[src/rnsc_pkg.sv]
`timescale 1ns / 1ps

package rnsc_pkg;

  localparam int unsigned TotalW   = 14;
  localparam int unsigned AddW     = 11;
  localparam int unsigned StepIdxW = 4;
  localparam int unsigned OutLimit = 21;
  localparam int unsigned CntW     = 5;

  localparam logic [TotalW-1:0] MAX_TOTAL = 14'd9999;

  // Pending symbol codes
  localparam logic [1:0] PEND_NONE = 2'd0;
  localparam logic [1:0] PEND_I    = 2'd1;
  localparam logic [1:0] PEND_X    = 2'd2;
  localparam logic [1:0] PEND_C    = 2'd3;

  // ASCII codes of the Roman letters
  localparam logic [7:0] CHAR_NONE = 8'h00;
  localparam logic [7:0] CHAR_I    = 8'h49;
  localparam logic [7:0] CHAR_V    = 8'h56;
  localparam logic [7:0] CHAR_X    = 8'h58;
  localparam logic [7:0] CHAR_L    = 8'h4C;
  localparam logic [7:0] CHAR_C    = 8'h43;
  localparam logic [7:0] CHAR_D    = 8'h44;
  localparam logic [7:0] CHAR_M    = 8'h4D;

  typedef enum logic {
    ST_ACCEPT,
    ST_EMIT
  } state_e;

  typedef struct packed {
    logic take;       // accept the input item this cycle
    logic emit_step;  // run one step of the greedy emission
  } cmd_t;

  typedef struct packed {
    logic out_free;   // output register can take a new item
    logic step_last;  // the current step loads the final item of the total
  } status_t;

  function automatic logic [TotalW-1:0] step_value(input logic [StepIdxW-1:0] idx);
    logic [TotalW-1:0] v;
    unique case (idx)
      4'd0:    v = 14'd1000;
      4'd1:    v = 14'd900;
      4'd2:    v = 14'd500;
      4'd3:    v = 14'd400;
      4'd4:    v = 14'd100;
      4'd5:    v = 14'd90;
      4'd6:    v = 14'd50;
      4'd7:    v = 14'd40;
      4'd8:    v = 14'd10;
      4'd9:    v = 14'd9;
      4'd10:   v = 14'd5;
      4'd11:   v = 14'd4;
      default: v = 14'd1;
    endcase
    return v;
  endfunction

  function automatic logic [7:0] step_first(input logic [StepIdxW-1:0] idx);
    logic [7:0] c;
    unique case (idx)
      4'd0:    c = CHAR_M;
      4'd1:    c = CHAR_C;
      4'd2:    c = CHAR_D;
      4'd3:    c = CHAR_C;
      4'd4:    c = CHAR_C;
      4'd5:    c = CHAR_X;
      4'd6:    c = CHAR_L;
      4'd7:    c = CHAR_X;
      4'd8:    c = CHAR_X;
      4'd9:    c = CHAR_I;
      4'd10:   c = CHAR_V;
      4'd11:   c = CHAR_I;
      default: c = CHAR_I;
    endcase
    return c;
  endfunction

  function automatic logic [7:0] step_second(input logic [StepIdxW-1:0] idx);
    logic [7:0] c;
    unique case (idx)
      4'd1:    c = CHAR_M;
      4'd3:    c = CHAR_D;
      4'd5:    c = CHAR_C;
      4'd7:    c = CHAR_L;
      4'd9:    c = CHAR_X;
      4'd11:   c = CHAR_V;
      default: c = CHAR_NONE;
    endcase
    return c;
  endfunction

  // Subtractive steps sit at odd indexes up to 11
  function automatic logic step_two(input logic [StepIdxW-1:0] idx);
    return idx[0] && (idx <= 4'd11);
  endfunction

endpackage

[src/rnsc_ctrl.sv]
`timescale 1ns / 1ps

module rnsc_ctrl (
  input  logic              clk_i,
  input  logic              rst_ni,
  input  logic              s_tvalid_i,
  input  logic              s_tlast_i,
  output logic              s_tready_o,
  input  rnsc_pkg::status_t status_i,
  output rnsc_pkg::cmd_t    cmd_o
);

  rnsc_pkg::state_e state_q, state_d;

  always_ff @(posedge clk_i or negedge rst_ni) begin
    if (!rst_ni) begin
      state_q <= rnsc_pkg::ST_ACCEPT;
    end else begin
      state_q <= state_d;
    end
  end

  always_comb begin
    state_d        = state_q;
    s_tready_o     = 1'b0;
    cmd_o.take     = 1'b0;
    cmd_o.emit_step = 1'b0;
    unique case (state_q)
      rnsc_pkg::ST_ACCEPT: begin
        s_tready_o = 1'b1;
        cmd_o.take = s_tvalid_i;
        if (s_tvalid_i && s_tlast_i) begin
          state_d = rnsc_pkg::ST_EMIT;
        end
      end
      rnsc_pkg::ST_EMIT: begin
        // step only when the output register has room
        cmd_o.emit_step = status_i.out_free;
        if (status_i.out_free && status_i.step_last) begin
          state_d = rnsc_pkg::ST_ACCEPT;
        end
      end
      default: state_d = rnsc_pkg::ST_ACCEPT;
    endcase
  end

endmodule

[src/rnsc_datapath.sv]
`timescale 1ns / 1ps

module rnsc_datapath (
  input  logic              clk_i,
  input  logic              rst_ni,
  input  rnsc_pkg::cmd_t    cmd_i,
  output rnsc_pkg::status_t status_o,
  input  logic [7:0]        char_code_i,
  input  logic              char_valid_i,
  input  logic              numeral_end_i,
  input  logic              stream_end_i,
  output logic              m_valid_o,
  input  logic              m_ready_i,
  output logic [7:0]        out_char_o,
  output logic              out_empty_o,
  output logic              out_last_o
);

  logic [1:0]                     pend_q;
  logic [rnsc_pkg::TotalW-1:0]    total_q;
  logic [rnsc_pkg::TotalW-1:0]    rem_q;
  logic [rnsc_pkg::StepIdxW-1:0]  idx_q;
  logic                           phase_q;
  logic [rnsc_pkg::CntW-1:0]      cnt_q;
  logic                           m_valid_q;
  logic [7:0]                     m_char_q;
  logic                           m_empty_q;
  logic                           m_last_q;

  // Character decode
  logic [rnsc_pkg::AddW-1:0] char_val;
  logic [1:0]                char_pend;
  logic [rnsc_pkg::AddW-1:0] pend_val;
  logic [rnsc_pkg::AddW-1:0] pair_val;
  logic                      pair_hit;

  always_comb begin
    char_val  = '0;
    char_pend = rnsc_pkg::PEND_NONE;
    unique case (char_code_i)
      rnsc_pkg::CHAR_I: char_pend = rnsc_pkg::PEND_I;
      rnsc_pkg::CHAR_X: char_pend = rnsc_pkg::PEND_X;
      rnsc_pkg::CHAR_C: char_pend = rnsc_pkg::PEND_C;
      rnsc_pkg::CHAR_V: char_val  = 11'd5;
      rnsc_pkg::CHAR_L: char_val  = 11'd50;
      rnsc_pkg::CHAR_D: char_val  = 11'd500;
      rnsc_pkg::CHAR_M: char_val  = 11'd1000;
      default: ;
    endcase
  end

  always_comb begin
    pend_val = '0;
    pair_val = '0;
    pair_hit = 1'b0;
    unique case (pend_q)
      rnsc_pkg::PEND_I: begin
        pend_val = 11'd1;
        if (char_code_i == rnsc_pkg::CHAR_X) begin
          pair_hit = 1'b1;
          pair_val = 11'd9;
        end else if (char_code_i == rnsc_pkg::CHAR_V) begin
          pair_hit = 1'b1;
          pair_val = 11'd4;
        end
      end
      rnsc_pkg::PEND_X: begin
        pend_val = 11'd10;
        if (char_code_i == rnsc_pkg::CHAR_L) begin
          pair_hit = 1'b1;
          pair_val = 11'd40;
        end else if (char_code_i == rnsc_pkg::CHAR_C) begin
          pair_hit = 1'b1;
          pair_val = 11'd90;
        end
      end
      rnsc_pkg::PEND_C: begin
        pend_val = 11'd100;
        if (char_code_i == rnsc_pkg::CHAR_D) begin
          pair_hit = 1'b1;
          pair_val = 11'd400;
        end else if (char_code_i == rnsc_pkg::CHAR_M) begin
          pair_hit = 1'b1;
          pair_val = 11'd900;
        end
      end
      default: ;
    endcase
  end

  // Sum of everything one item adds; clamping once equals clamping each add
  logic [rnsc_pkg::AddW-1:0]   add_take;
  logic [rnsc_pkg::AddW-1:0]   add_end;
  logic [1:0]                  pend_mid;
  logic [1:0]                  pend_new;
  logic [rnsc_pkg::TotalW:0]   sum;
  logic [rnsc_pkg::TotalW-1:0] total_sat;

  always_comb begin
    add_take = '0;
    pend_mid = pend_q;
    if (char_valid_i) begin
      if (pair_hit) begin
        add_take = pair_val;
        pend_mid = rnsc_pkg::PEND_NONE;
      end else begin
        add_take = pend_val + char_val;
        pend_mid = char_pend;
      end
    end
    add_end  = '0;
    pend_new = pend_mid;
    if (numeral_end_i || stream_end_i) begin
      pend_new = rnsc_pkg::PEND_NONE;
      unique case (pend_mid)
        rnsc_pkg::PEND_I: add_end = 11'd1;
        rnsc_pkg::PEND_X: add_end = 11'd10;
        rnsc_pkg::PEND_C: add_end = 11'd100;
        default:          add_end = '0;
      endcase
    end
    sum = {1'b0, total_q} + 15'(add_take) + 15'(add_end);
    total_sat = (sum > {1'b0, rnsc_pkg::MAX_TOTAL}) ? rnsc_pkg::MAX_TOTAL
                                                     : sum[rnsc_pkg::TotalW-1:0];
  end

  // Greedy emission step
  logic [rnsc_pkg::TotalW-1:0] step_v;
  logic [rnsc_pkg::TotalW-1:0] rem_next;
  logic                        zero_total;
  logic                        hit;
  logic                        two;
  logic                        load;
  logic                        finishing;
  logic [7:0]                  step_char;

  always_comb begin
    step_v     = rnsc_pkg::step_value(idx_q);
    two        = rnsc_pkg::step_two(idx_q);
    zero_total = (rem_q == '0);
    hit        = (rem_q >= step_v);
    load       = zero_total || hit;
    rem_next   = rem_q - step_v;
    if (zero_total) begin
      step_char = rnsc_pkg::CHAR_NONE;
    end else if (phase_q) begin
      step_char = rnsc_pkg::step_second(idx_q);
    end else begin
      step_char = rnsc_pkg::step_first(idx_q);
    end
    finishing = zero_total
             || (hit && (!two || phase_q) && (rem_next == '0))
             || (hit && (cnt_q == rnsc_pkg::CntW'(rnsc_pkg::OutLimit - 1)));
  end

  assign status_o.out_free  = !m_valid_q || m_ready_i;
  assign status_o.step_last = load && finishing;

  always_ff @(posedge clk_i or negedge rst_ni) begin
    if (!rst_ni) begin
      pend_q    <= rnsc_pkg::PEND_NONE;
      total_q   <= '0;
      m_valid_q <= 1'b0;
    end else begin
      if (cmd_i.take) begin
        if (stream_end_i) begin
          total_q <= '0;
          pend_q  <= rnsc_pkg::PEND_NONE;
        end else begin
          total_q <= total_sat;
          pend_q  <= pend_new;
        end
      end
      if (cmd_i.emit_step && load) begin
        m_valid_q <= 1'b1;
      end else if (m_ready_i) begin
        m_valid_q <= 1'b0;
      end
    end
  end

  always_ff @(posedge clk_i) begin
    if (cmd_i.take && stream_end_i) begin
      rem_q   <= total_sat;
      idx_q   <= '0;
      phase_q <= 1'b0;
      cnt_q   <= '0;
    end else if (cmd_i.emit_step) begin
      if (load) begin
        m_char_q  <= step_char;
        m_empty_q <= zero_total;
        m_last_q  <= finishing;
        cnt_q     <= cnt_q + 1'b1;
        // first letter of a pair: hold the value until the second goes out
        if (two && !phase_q && !zero_total) begin
          phase_q <= 1'b1;
        end else begin
          phase_q <= 1'b0;
          rem_q   <= rem_next;
        end
      end else begin
        idx_q <= idx_q + 1'b1;
      end
    end
  end

  assign m_valid_o   = m_valid_q;
  assign out_char_o  = m_char_q;
  assign out_empty_o = m_empty_q;
  assign out_last_o  = m_last_q;

endmodule

[src/roman_numeral_sum_converter.sv]
`timescale 1ns / 1ps
// Channel   Dir  tdata                  tuser                          tlast
// s_axis    in   [7:0] char_code        [0] char_valid [1] numeral_end stream_end
// m_axis    out  [7:0] out_char         [0] out_empty                  out_last
//
// Character items are taken back to back.
// A stream_end item starts emission: s_axis_tready_o drops until the last
// character is loaded. Each emission step loads one letter or skips one greedy
// weight: at most 21 letters plus 12 skips.
// A stalled m_axis holds its item; the controller steps only into a free slot.
// Reset clears the running total and pending symbol at once; no clearing pass.

module roman_numeral_sum_converter (
  input  logic       clk_i,
  input  logic       rst_ni,
  input  logic       s_axis_tvalid_i,
  output logic       s_axis_tready_o,
  input  logic [7:0] s_axis_tdata_i,   // [7:0] char_code
  input  logic [1:0] s_axis_tuser_i,   // [0] char_valid, [1] numeral_end
  input  logic       s_axis_tlast_i,   // stream_end
  output logic       m_axis_tvalid_o,
  input  logic       m_axis_tready_i,
  output logic [7:0] m_axis_tdata_o,   // [7:0] out_char
  output logic       m_axis_tuser_o,   // [0] out_empty
  output logic       m_axis_tlast_o    // out_last
);

  rnsc_pkg::cmd_t    cmd;
  rnsc_pkg::status_t status;

  rnsc_ctrl u_ctrl (
    .clk_i      (clk_i),
    .rst_ni     (rst_ni),
    .s_tvalid_i (s_axis_tvalid_i),
    .s_tlast_i  (s_axis_tlast_i),
    .s_tready_o (s_axis_tready_o),
    .status_i   (status),
    .cmd_o      (cmd)
  );

  rnsc_datapath u_datapath (
    .clk_i         (clk_i),
    .rst_ni        (rst_ni),
    .cmd_i         (cmd),
    .status_o      (status),
    .char_code_i   (s_axis_tdata_i),
    .char_valid_i  (s_axis_tuser_i[0]),
    .numeral_end_i (s_axis_tuser_i[1]),
    .stream_end_i  (s_axis_tlast_i),
    .m_valid_o     (m_axis_tvalid_o),
    .m_ready_i     (m_axis_tready_i),
    .out_char_o    (m_axis_tdata_o),
    .out_empty_o   (m_axis_tuser_o),
    .out_last_o    (m_axis_tlast_o)
  );

endmodule

[config.mk]
export PLATFORM = sky130hd
export DESIGN_NAME = roman_numeral_sum_converter
export DESIGN_NICKNAME = d
export VERILOG_FILES = /design/src/rnsc_pkg.sv /design/src/rnsc_ctrl.sv /design/src/rnsc_datapath.sv /design/src/roman_numeral_sum_converter.sv
export SDC_FILE = /design/constraint.sdc
export NUM_CORES = 1
export LEC_CHECK = 0
export BUFFER_PORTS_ARGS = -buffer_cell sky130_fd_sc_hd__clkbuf_2
export CORE_ASPECT_RATIO = 1.25
export CORE_MARGIN = 1
export CORE_UTILIZATION = 57
export DETAILED_ROUTE_END_ITERATION = 6
export PLACE_DENSITY = 0.75
export SLEW_MARGIN = 15
export SYNTH_ARGS = -nofsm -noshare
export SYNTH_HDL_FRONTEND = slang
export SYNTH_SLANG_ARGS = --single-unit
[constraint.sdc]
create_clock -name clk_i -period 12.5 [get_ports clk_i]
set_input_delay 1.25 -clock clk_i [delete_from_list [all_inputs] [get_ports clk_i]]
set_output_delay 1.25 -clock clk_i [all_outputs]
set_load 0.01 [all_outputs]
==> impl_metrics.tcl, run 1 <==
set metrics [dict create \
    run_status "finished, final reports clean" \
    dp_slack_ns 5.31 \
    fin_nets 649 \
    critPathBufInv 2 \
    tightest_slew_ns 0.979 \
    drv_cap 0 \
    cp-end-kind "register" \
    fin_util_pct 64.6 \
    synth_ff_type "dfxtp_1" \
    port_buffers 24 \
    slew_viol_final 0 \
    die_x_um 85.8 \
    drt_iter0_markers 182 \
    die_h_um 107 \
    area_growth_pct 8.20 \
    core_mm2 0.00838 \
    clock_sinks 64 \
    htreeDepth 3 \
    gp_congestion 0.906 \
    post_cts_buffers 0 \
    via_per_inst 5.91 \
    hp-start "u_datapath.total_q[11]" \
    clk_latency_ns 0.36 \
    drive_gt1_share_pct 9.54 \
    syn_area_mm2 0.00500 \
    yosys_warnings 0 \
    routed_wl_um 11300 \
    design.die.area_mm2 0.00916 \
    synthCells 569 \
    grt_max_degree 26 \
    synth-edff-count 22 \
    grt-ovfl-total 0 \
    worstSetupPathType "input pin to register" \
    wl_per_cell_um 16.0 \
    clockRootBuffer "clkbuf_8" \
    total_power_uw 1200 \
    cp-startpoint "s_axis_tdata_i[7]" \
    ys_ff_latch 64 \
    antenna_found_initial 0 \
    r2r_slack_ns 6.62 \
    vias 4164 \
    worst_ep_arrival_time_ns 6.95 \
    initial_utilization_pct 59.7 \
    critPathMaxStageDelay_ns 0.63 \
    crit_required_ns 12.58 \
    grt_pass1_vias 4095 \
    fin_tns_setup_ns 0 \
    cts_tree "yes" \
    period_share_pct 55.0 \
    layout_setup_ws_ns 5.63 \
    critPathLaunchType "input pin" \
    final.setup_skew_ns 0.0113 \
    peakVddDrop_mv 0.0821 \
    hold_viol 0 \
    ys_async_sr_fraction_pct 28.1 \
    cts_buffer_depth 2 \
    grtUsageTotal_pct 26.2 \
    rsz0062_at_grt "no" \
    syn_avg_cell_area_um2 8.79 \
    crit_slowest_cell "nor4_1" \
    cts_buffers 9 \
    timing.rr.start "u_datapath.pend_q[1]" \
    cp_max_fo 22 \
    leakage_uw 0.00243 \
    ys_seq_area_share_pct 31.8 \
    clk_pin_slew_ns 0.07 \
    slew-limit-headroom_pct 34.7 \
    period_needed_ns 6.87 \
    n_fill_cell 717 \
    cts.hold.buffers_added 0 \
    drc 0 \
    ctsResizeCount 0 \
    synth.distinct_cells 75 \
    num_rows 37 \
    worstPathCellList "clkbuf_2 > nand4bb_1 > nor4_1 > and2_1 > ha_1 > a21o_1 > a21oi_1 > nor2b_1 > o21ai_0 > xnor2_1 > a21o_1 > nand2_1 > fa_1 > inv_1 > ha_1 > and3_1 > a221oi_1 > o21ai_1 > a211oi_1 > nor2_1 > o31ai_1 > a31o_2 > a31oi_1" \
    dp_hpwl_um 8600 \
    grt_pass1_wl_um 18700 \
    pin_count 27 \
    fmax_ghz 0.146 \
    setup_violations 0 \
    postRouteAntennaNets 0 \
    min_path_type "register to register" \
    drt_first_pass_iters 5 \
    critical_path.top_delay_family "compound AO/OA/AOI/OAI gates" \
    cellPowerDensity_mw_per_mm2 222 \
    antenna_cells 0 \
]
area by class of cell:
class	instances	area (um^2)	area share (%)
clock buffer	13	191	3.54
clock inverter	3	43.8	0.809
inverter	43	161	2.98
multi-input combinational	437	3140	57.9
sequential	64	1590	29.4
tap	117	146	2.70
timing repair buffer	27	143	2.63
final timing paths:
check / endpoint / depth (start not counted)
max in group asynchronous: u_datapath.total_q[5] / 1
min reg2reg: u_datapath.total_q[11] / 2
max reg2reg: u_datapath.rem_q[2] / 18
min in group asynchronous: u_datapath.pend_q[1] / 1
min: u_datapath.total_q[11] / 2
max: u_datapath.rem_q[2] / 23
cell usage in the layout (no fill, tap or decap), types with 10 or more instances in the layout:
| master | count |
|---|---|
| a21o_1 | 11 |
| a21oi_1 | 31 |
| a31oi_1 | 13 |
| clkbuf_2 | 24 |
| clkbuf_8 | 10 |
| dfrtp_1 | 18 |
| dfxtp_1 | 24 |
| edfxtp_1 | 22 |
| ha_1 | 43 |
| inv_1 | 43 |
| nand2_1 | 34 |
| nand2b_1 | 16 |
| nand3_1 | 10 |
| nor2_1 | 50 |
| nor2b_1 | 12 |
| nor3_1 | 11 |
| nor4_1 | 10 |
| o21ai_0 | 30 |
| xor2_1 | 22 |
Yosys cell counts (7+ instances only):
library cell  instances  area [um^2]
nor4_1               10         62.6
nor2_1               50          188
clkbuf_1             16         60.1
mux2i_1               7         70.1
nor3_1               11         55.1
edfxtp_1             22          661
xnor2_1               8         70.1
nor2b_1              12         75.1
dfxtp_1              24          480
nand2_1              34          128
dfrtp_1              18          450
fa_1                  9          180
xor2_1               22          193
o21ai_0              30          150
and2_1                8         50.1
a21o_1               11         82.6
a31oi_1              13         81.3
nand3b_1              9         67.6
nand3_1              10         50.1
nand4_1               7         43.8
inv_1                43          161
ha_1                 43          538
nand2b_1             16          100
a21oi_1              31          155
per-layer routing:
layer | up-vias | part of all wire (%) | track usage, %
met5 | - | 0 | 0
met4 | 0 | 2.2 | 11.0
met1 | 1976 | 42 | 28.4
met3 | 21 | 3.3 | 5.70
met2 | 79 | 52 | 48.5
li1 | 2088 | - | -
per-stage QoR:
step                      cell area (um^2)  cells  hold slack [ns]
after detailed placement              5180    688            0.487
after floorplan                       5010    570            0.455
after CTS                             5410    704            0.510
after global placement                5180    688            0.476
final                                 5410    704            0.504
after global routing                  5410    704            0.541
cell families after synthesis:
family,synth area share [%]
other,0.0749
AO/OA/AOI/OAI,21.0
adder cells (fa/ha/maj),14.4
AND/OR/NAND/NOR,20.6
flip-flops,31.8
XOR/XNOR,5.25
multiplexers,1.40
buffers and inverters,5.58
flip-flops by register name, indices dropped and copies added (netlist names), 2 cells and up, named ones only:
| register | cells |
|---|---|
| u_datapath.cnt_q | 5 |
| u_datapath.rem_q | 14 |
| u_datapath.total_q | 14 |
| u_datapath.idx_q | 4 |
| u_datapath.out_char_o | 6 |
| u_datapath.pend_q | 2 |
| u_datapath.step_v | 9 |
report_power, final:
part,internal [uW],switching (uW)
Combinational,255,347
Sequential,334,57.6
Clock,122,83.0
Total,712,487
worst min-delay path: stages, from the launching register on:
cell and delay, ns:
dfrtp_1 0.36, nand2_1 0.06, o31ai_1 0.06
Power figures use the tool's default switching activity.
==> inputs of run 2 (changes only) <==
--- a/config.mk
+++ b/config.mk
@@ -8,9 +8,9 @@
 export BUFFER_PORTS_ARGS = -buffer_cell sky130_fd_sc_hd__clkbuf_2
 export CORE_ASPECT_RATIO = 1.25
 export CORE_MARGIN = 1
-export CORE_UTILIZATION = 57
+export CORE_UTILIZATION = 56
 export DETAILED_ROUTE_END_ITERATION = 6
-export PLACE_DENSITY = 0.75
+export PLACE_DENSITY = 0.77
 export SLEW_MARGIN = 15
 export SYNTH_ARGS = -nofsm -noshare
 export SYNTH_HDL_FRONTEND = slang
==> constraint.sdc (replaced) <==
create_clock -name clk_i -period 5.8 [get_ports clk_i]
set_input_delay 0.58 -clock clk_i [delete_from_list [all_inputs] [get_ports clk_i]]
set_output_delay 0.58 -clock clk_i [all_outputs]
set_load 0.01 [all_outputs]
==> impl_metrics.tcl, run 2 (synthesis gave the netlist of run 1 again) <==
set metrics [dict create \
    final.setup_skew_ns 0.00681 \
    layout_common_cells "nor2_1 (49), inv_1 (43), ha_1 (42)" \
    antenna_cells 0 \
    timing.rr.start "u_datapath.pend_q[0]" \
    via_per_inst 5.91 \
    tightest_slew_ns 0.926 \
    cp-startpoint "s_axis_tdata_i[7]" \
    peakVddDrop_mv 0.159 \
    drc 0 \
    min_path_type "input pin to asynchronous set/reset pin" \
    cts_tree "yes" \
    hold_viol 0 \
    fmax_ghz 0.184 \
    core_mm2 0.00865 \
    cts_buffers 9 \
    port_buffers 24 \
    grt_pass1_wl_um 19500 \
    crit_required_ns 6.04 \
    area_growth_pct 11.5 \
    period_needed_ns 5.43 \
    clk_latency_ns 0.35 \
    postRouteAntennaNets 0 \
    slew_viol_final 0 \
    cts.hold.buffers_added 0 \
    rr_endpoint "u_datapath.total_q[4]" \
    drive_gt1_share_pct 13.6 \
    routed_wl_um 11500 \
    grt_max_degree 34 \
    post_dp_cell_area_mm2 0.00532 \
    rsz0062_at_grt "no" \
    initial_utilization_pct 57.8 \
    drt_iter0_markers 175 \
    die_h_um 108 \
    leakage_uw 0.00253 \
    cp-end-kind "register" \
    period_share_pct 93.6 \
    post_cts_buffers 0 \
    r2r_slack_ns 0.61 \
    gp_congestion 0.961 \
    run_status "finished, final reports clean" \
    clk_pin_slew_ns 0.07 \
    cp_max_fo 12 \
    grtUsageTotal_pct 27.0 \
    final_cell_area_mm2 0.00558 \
    num_rows 38 \
    rr_worst_depth 22 \
    critPathLaunchType "input pin" \
    whs_ns 0.189 \
    mostFrequentLayoutCell "nor2_1" \
    worstSetupPathType "input pin to register" \
    htreeDepth 3 \
    dp_hpwl_um 8990 \
    cts_buffer_depth 2 \
    drv_cap 0 \
    fin_cells 725 \
    cellPowerDensity_mw_per_mm2 464 \
    placed_cells 709 \
    vias 4282 \
    clockRootBuffer "clkbuf_8" \
    fin_nets 667 \
    grt_pass1_vias 4311 \
    slew-limit-headroom_pct 38.3 \
    worstSetupEndpoint "u_datapath.total_q[4]" \
    design.die.area_mm2 0.00932 \
    antenna_found_initial 0 \
    total_power_uw 2590 \
    clock_sinks 64 \
    worst_ep_arrival_time_ns 5.67 \
    die_x_um 86.5 \
    drt_first_pass_iters 5 \
    setup_violations 0 \
    wl_per_cell_um 15.9 \
    pin_count 27 \
    grt-ovfl-total 0 \
]
-- run 2: timing repair --
| action | CTS | global route |
|---|---|---|
| gates resized for setup | 0 | 8 |
| setup endpoints to repair | 0 | 11 |
| endpoints found under the hold margin | 0 | 0 |
-- run 2: how the worst min path moves through the flow --
stage	slack, ns	to	cells after the start
after detailed placement	0.49	u_datapath.total_q[5]	1
after floorplan	0.28	u_ctrl.state_q	0
after global routing	0.22	u_datapath.total_q[11]	1
after global placement	0.48	u_datapath.total_q[5]	1
after CTS	0.20	u_datapath.total_q[12]	1
final	0.19	u_datapath.total_q[12]	1
-- run 2: through the flow --
step	TNS, ns	util, %	setup WS, ns
2_1_floorplan	0	-	0.0337
3_3_place_gp	-0.240	61.5	-0.0506
3_5_place_dp	-1.53	61.5	-0.133
4_1_cts	0	64.2	0.214
5_1_grt	0	64.5	0.00327
6_report	0	64.5	0.370
-- run 2: worst max-delay path, stage by stage --
cell       delay [ns]
clkbuf_2         0.09
nand4bb_1        0.24
or2_2            0.34
nand2b_1         0.19
o21bai_1         0.15
ha_1             0.29
a21o_1           0.20
a21oi_2          0.16
nor2_1           0.08
or2_2            0.29
xor2_1           0.13
a21o_1           0.12
nand2_1          0.06
fa_1             0.50
inv_1            0.05
ha_2             0.18
a211o_1          0.29
a21oi_1          0.14
o21ai_1          0.12
xnor2_1          0.15
or4_1            0.53
a31o_2           0.35
buf_4            0.21
a32o_1           0.25
-- run 2: final cells by class --
cell class	count	area [um^2]
clock inverters	2	12.5
fillers	757	3080
multi-input cells	437	3170
inverters	43	161
well taps	120	150
clock buffers	14	215
repair buffers	45	278
flip-flops and latches	64	1590
-- run 2: routing by layer --
| layer | global-route usage [%] | wire [um] |
|---|---|---|
| met5 | 0 | 0 |
| met4 | 11.2 | 268 |
| met3 | 4.52 | 284 |
| met2 | 52.2 | 6320 |
| met1 | 28.3 | 4640 |
-- run 2: where the power goes --
| part | switching [uW] | total, uW | internal [uW] |
|---|---|---|---|
| clock | 179 | 422 | 243 |
| combinational | 766 | 1330 | 563 |
| sequential | 120 | 840 | 720 |
| total | 1060 | 2590 | 1530 |
==> inputs of run 3 (changes only) <==
--- a/config.mk
+++ b/config.mk
@@ -8,9 +8,9 @@
 export BUFFER_PORTS_ARGS = -buffer_cell sky130_fd_sc_hd__clkbuf_2
 export CORE_ASPECT_RATIO = 1.25
 export CORE_MARGIN = 1
-export CORE_UTILIZATION = 56
+export CORE_UTILIZATION = 57
 export DETAILED_ROUTE_END_ITERATION = 6
-export PLACE_DENSITY = 0.77
+export PLACE_DENSITY = 0.75
 export SLEW_MARGIN = 15
 export SYNTH_ARGS = -nofsm -noshare
 export SYNTH_HDL_FRONTEND = slang
==> constraint.sdc (replaced) <==
create_clock -name clk_i -period 6.2 [get_ports clk_i]
set_input_delay 0.62 -clock clk_i [delete_from_list [all_inputs] [get_ports clk_i]]
set_output_delay 0.62 -clock clk_i [all_outputs]
set_load 0.01 [all_outputs]
==> impl_metrics.tcl, run 3 (synthesis gave the netlist of run 1 again) <==
set metrics [dict create \
    area_growth_pct 8.95 \
    min_path_type "input pin to asynchronous set/reset pin" \
    cts_buffer_depth 2 \
    layout_common_cells "nor2_1 (49), inv_1 (43), ha_1 (43)" \
    slew-limit-headroom_pct 38.2 \
    fin_cells 712 \
    design.die.area_mm2 0.00916 \
    cellPowerDensity_mw_per_mm2 449 \
    multi_input_area_mm2 0.00314 \
    port_buffers 24 \
    core_mm2 0.00838 \
    ctsResizeCount 0 \
    placed_cells 696 \
    setup_violations 0 \
    leakage_uw 0.00246 \
    mostFrequentLayoutCell "nor2_1" \
    die_h_um 107 \
    antenna_found_initial 0 \
    rr_worst_depth 21 \
    fin_nets 657 \
    cts_tree "yes" \
    drive_gt1_share_pct 10.8 \
    drc 0 \
    num_rows 37 \
    post_cts_buffers 0 \
    clockRootBuffer "clkbuf_8" \
    clk_pin_slew_ns 0.08 \
    cts.hold.buffers_added 0 \
    period_needed_ns 5.70 \
    routed_wl_um 11500 \
    tightest_slew_ns 0.927 \
    peakVddDrop_mv 0.185 \
    die_x_um 85.8 \
    n_fill_cell 682 \
    htreeDepth 3 \
    dr_wl_met2_um 6060 \
    worstSetupPathType "input pin to register" \
    grt_pass1_vias 4258 \
    whs_ns 0.208 \
    grtUsageTotal_pct 27.4 \
    hold_viol 0 \
    vias 4273 \
    fin_tns_setup_ns 0 \
    gp_congestion 0.959 \
    drv_cap 0 \
    pin_count 27 \
    critPathMaxStageDelay_ns 0.54 \
    cts_buffers 9 \
    dp_hpwl_um 8970 \
    grt_pass1_wl_um 19600 \
    drt_iter0_markers 222 \
    wl_per_cell_um 16.2 \
    wl_met1_um 4720 \
    crit_required_ns 6.31 \
    area.sequential_mm2 0.00159 \
    grt-ovfl-total 0 \
    worst_ep_arrival_time_ns 5.80 \
    dr_wl_met3_um 366 \
    top_layer_used "met4" \
    clock_sinks 64 \
    worstPathCellList "clkbuf_2 > nand4bb_1 > or2_2 > nand2b_1 > o21bai_1 > ha_1 > a21o_1 > a21oi_1 > nor2_1 > or2_2 > xor2_1 > a21o_1 > nand2_1 > fa_1 > inv_1 > ha_1 > a211o_1 > a21oi_1 > o21ai_1 > xnor2_1 > or4_1 > a31o_2 > a31o_1" \
    slew_viol_final 0 \
    rsz0062_at_grt "no" \
    run_status "finished, final reports clean" \
    crit_slowest_cell "or4_1" \
    critPathLaunchType "input pin" \
    antenna_cells 0 \
    post_dp_cell_area_mm2 0.00524 \
    final.setup_skew_ns 0.0133 \
    cp_max_fo 22 \
    period_share_pct 91.9 \
    fmax_ghz 0.176 \
    via_per_inst 6.00 \
    total_power_uw 2450 \
    postRouteAntennaNets 0 \
    grt_max_degree 33 \
    initial_utilization_pct 59.7 \
    drt_first_pass_iters 5 \
    clk_latency_ns 0.36 \
    final_cell_area_mm2 0.00545 \
    cp-end-kind "register" \
]
-- run 3: cell types whose count changed in the layout (fill, tap and decap cells not counted), moves of 2 or more --
cell       before  now
inv_4           2    0
nor4_1          8   10
clkinv_2        0    2
buf_4          21   11
bufinv_16       0    2
clkbuf_8       12    9
clkbuf_16       2    0
nor4_2          3    1
-- run 3: worst max-delay path, delay by kind of cell --
family | cells | cell delay [ns]
and+or+nand+nor | 7 | 1.76
adders and majority gates | 3 | 1.07
xor gates and xnor gates | 2 | 0.30
buffers and inverters | 2 | 0.13
AOI/OAI and AO/OA | 9 | 1.91
-- run 3: per-stage QoR --
| stage | setup WS, ns | util (%) |
|---|---|---|
| floorplan | 0.274 | - |
| global placement | 0.271 | 62.5 |
| detailed placement | 0.163 | 62.5 |
| CTS | 0.501 | 65.0 |
| global route | 0.0990 | 65.1 |
| finish | 0.505 | 65.1 |
-- run 3: where the power goes --
| group | switching, uW | internal (uW) |
|---|---|---|
| registers | 116 | 674 |
| clock network | 171 | 225 |
| logic | 738 | 522 |
-- run 3: routing by layer --
metal / up-vias / track usage (%)
met2: 89 / 49.5
li1: 2115 / -
met5: - / 0
met3: 24 / 3.93
met1: 2045 / 31.6
met4: 0 / 13.1
-- run 3: worst paths after layout --
kind	slack (ns)	from	end
worst min-delay path	0.21	rst_ni	u_datapath.total_q[6]
worst min register to register	0.50	u_datapath.total_q[5]	u_datapath.total_q[5]
worst max-delay path	0.50	s_axis_tdata_i[7]	u_datapath.rem_q[4]
worst max register to register	0.81	u_datapath.pend_q[0]	u_datapath.rem_q[4]
min in group clk_i	0.50	u_datapath.total_q[5]	u_datapath.total_q[5]
max in group asynchronous	5.66	rst_ni	u_datapath.total_q[9]
-- run 3: cell type report --
class                           count  area share (%)
Multi-Input combinational cell    437            57.6
Clock inverter                      6            1.51
Timing Repair Buffer               35            3.72
Sequential cell                    64            29.2
Tap cell                          117            2.69
Clock buffer                       10            2.34
Inverter                           43            2.96
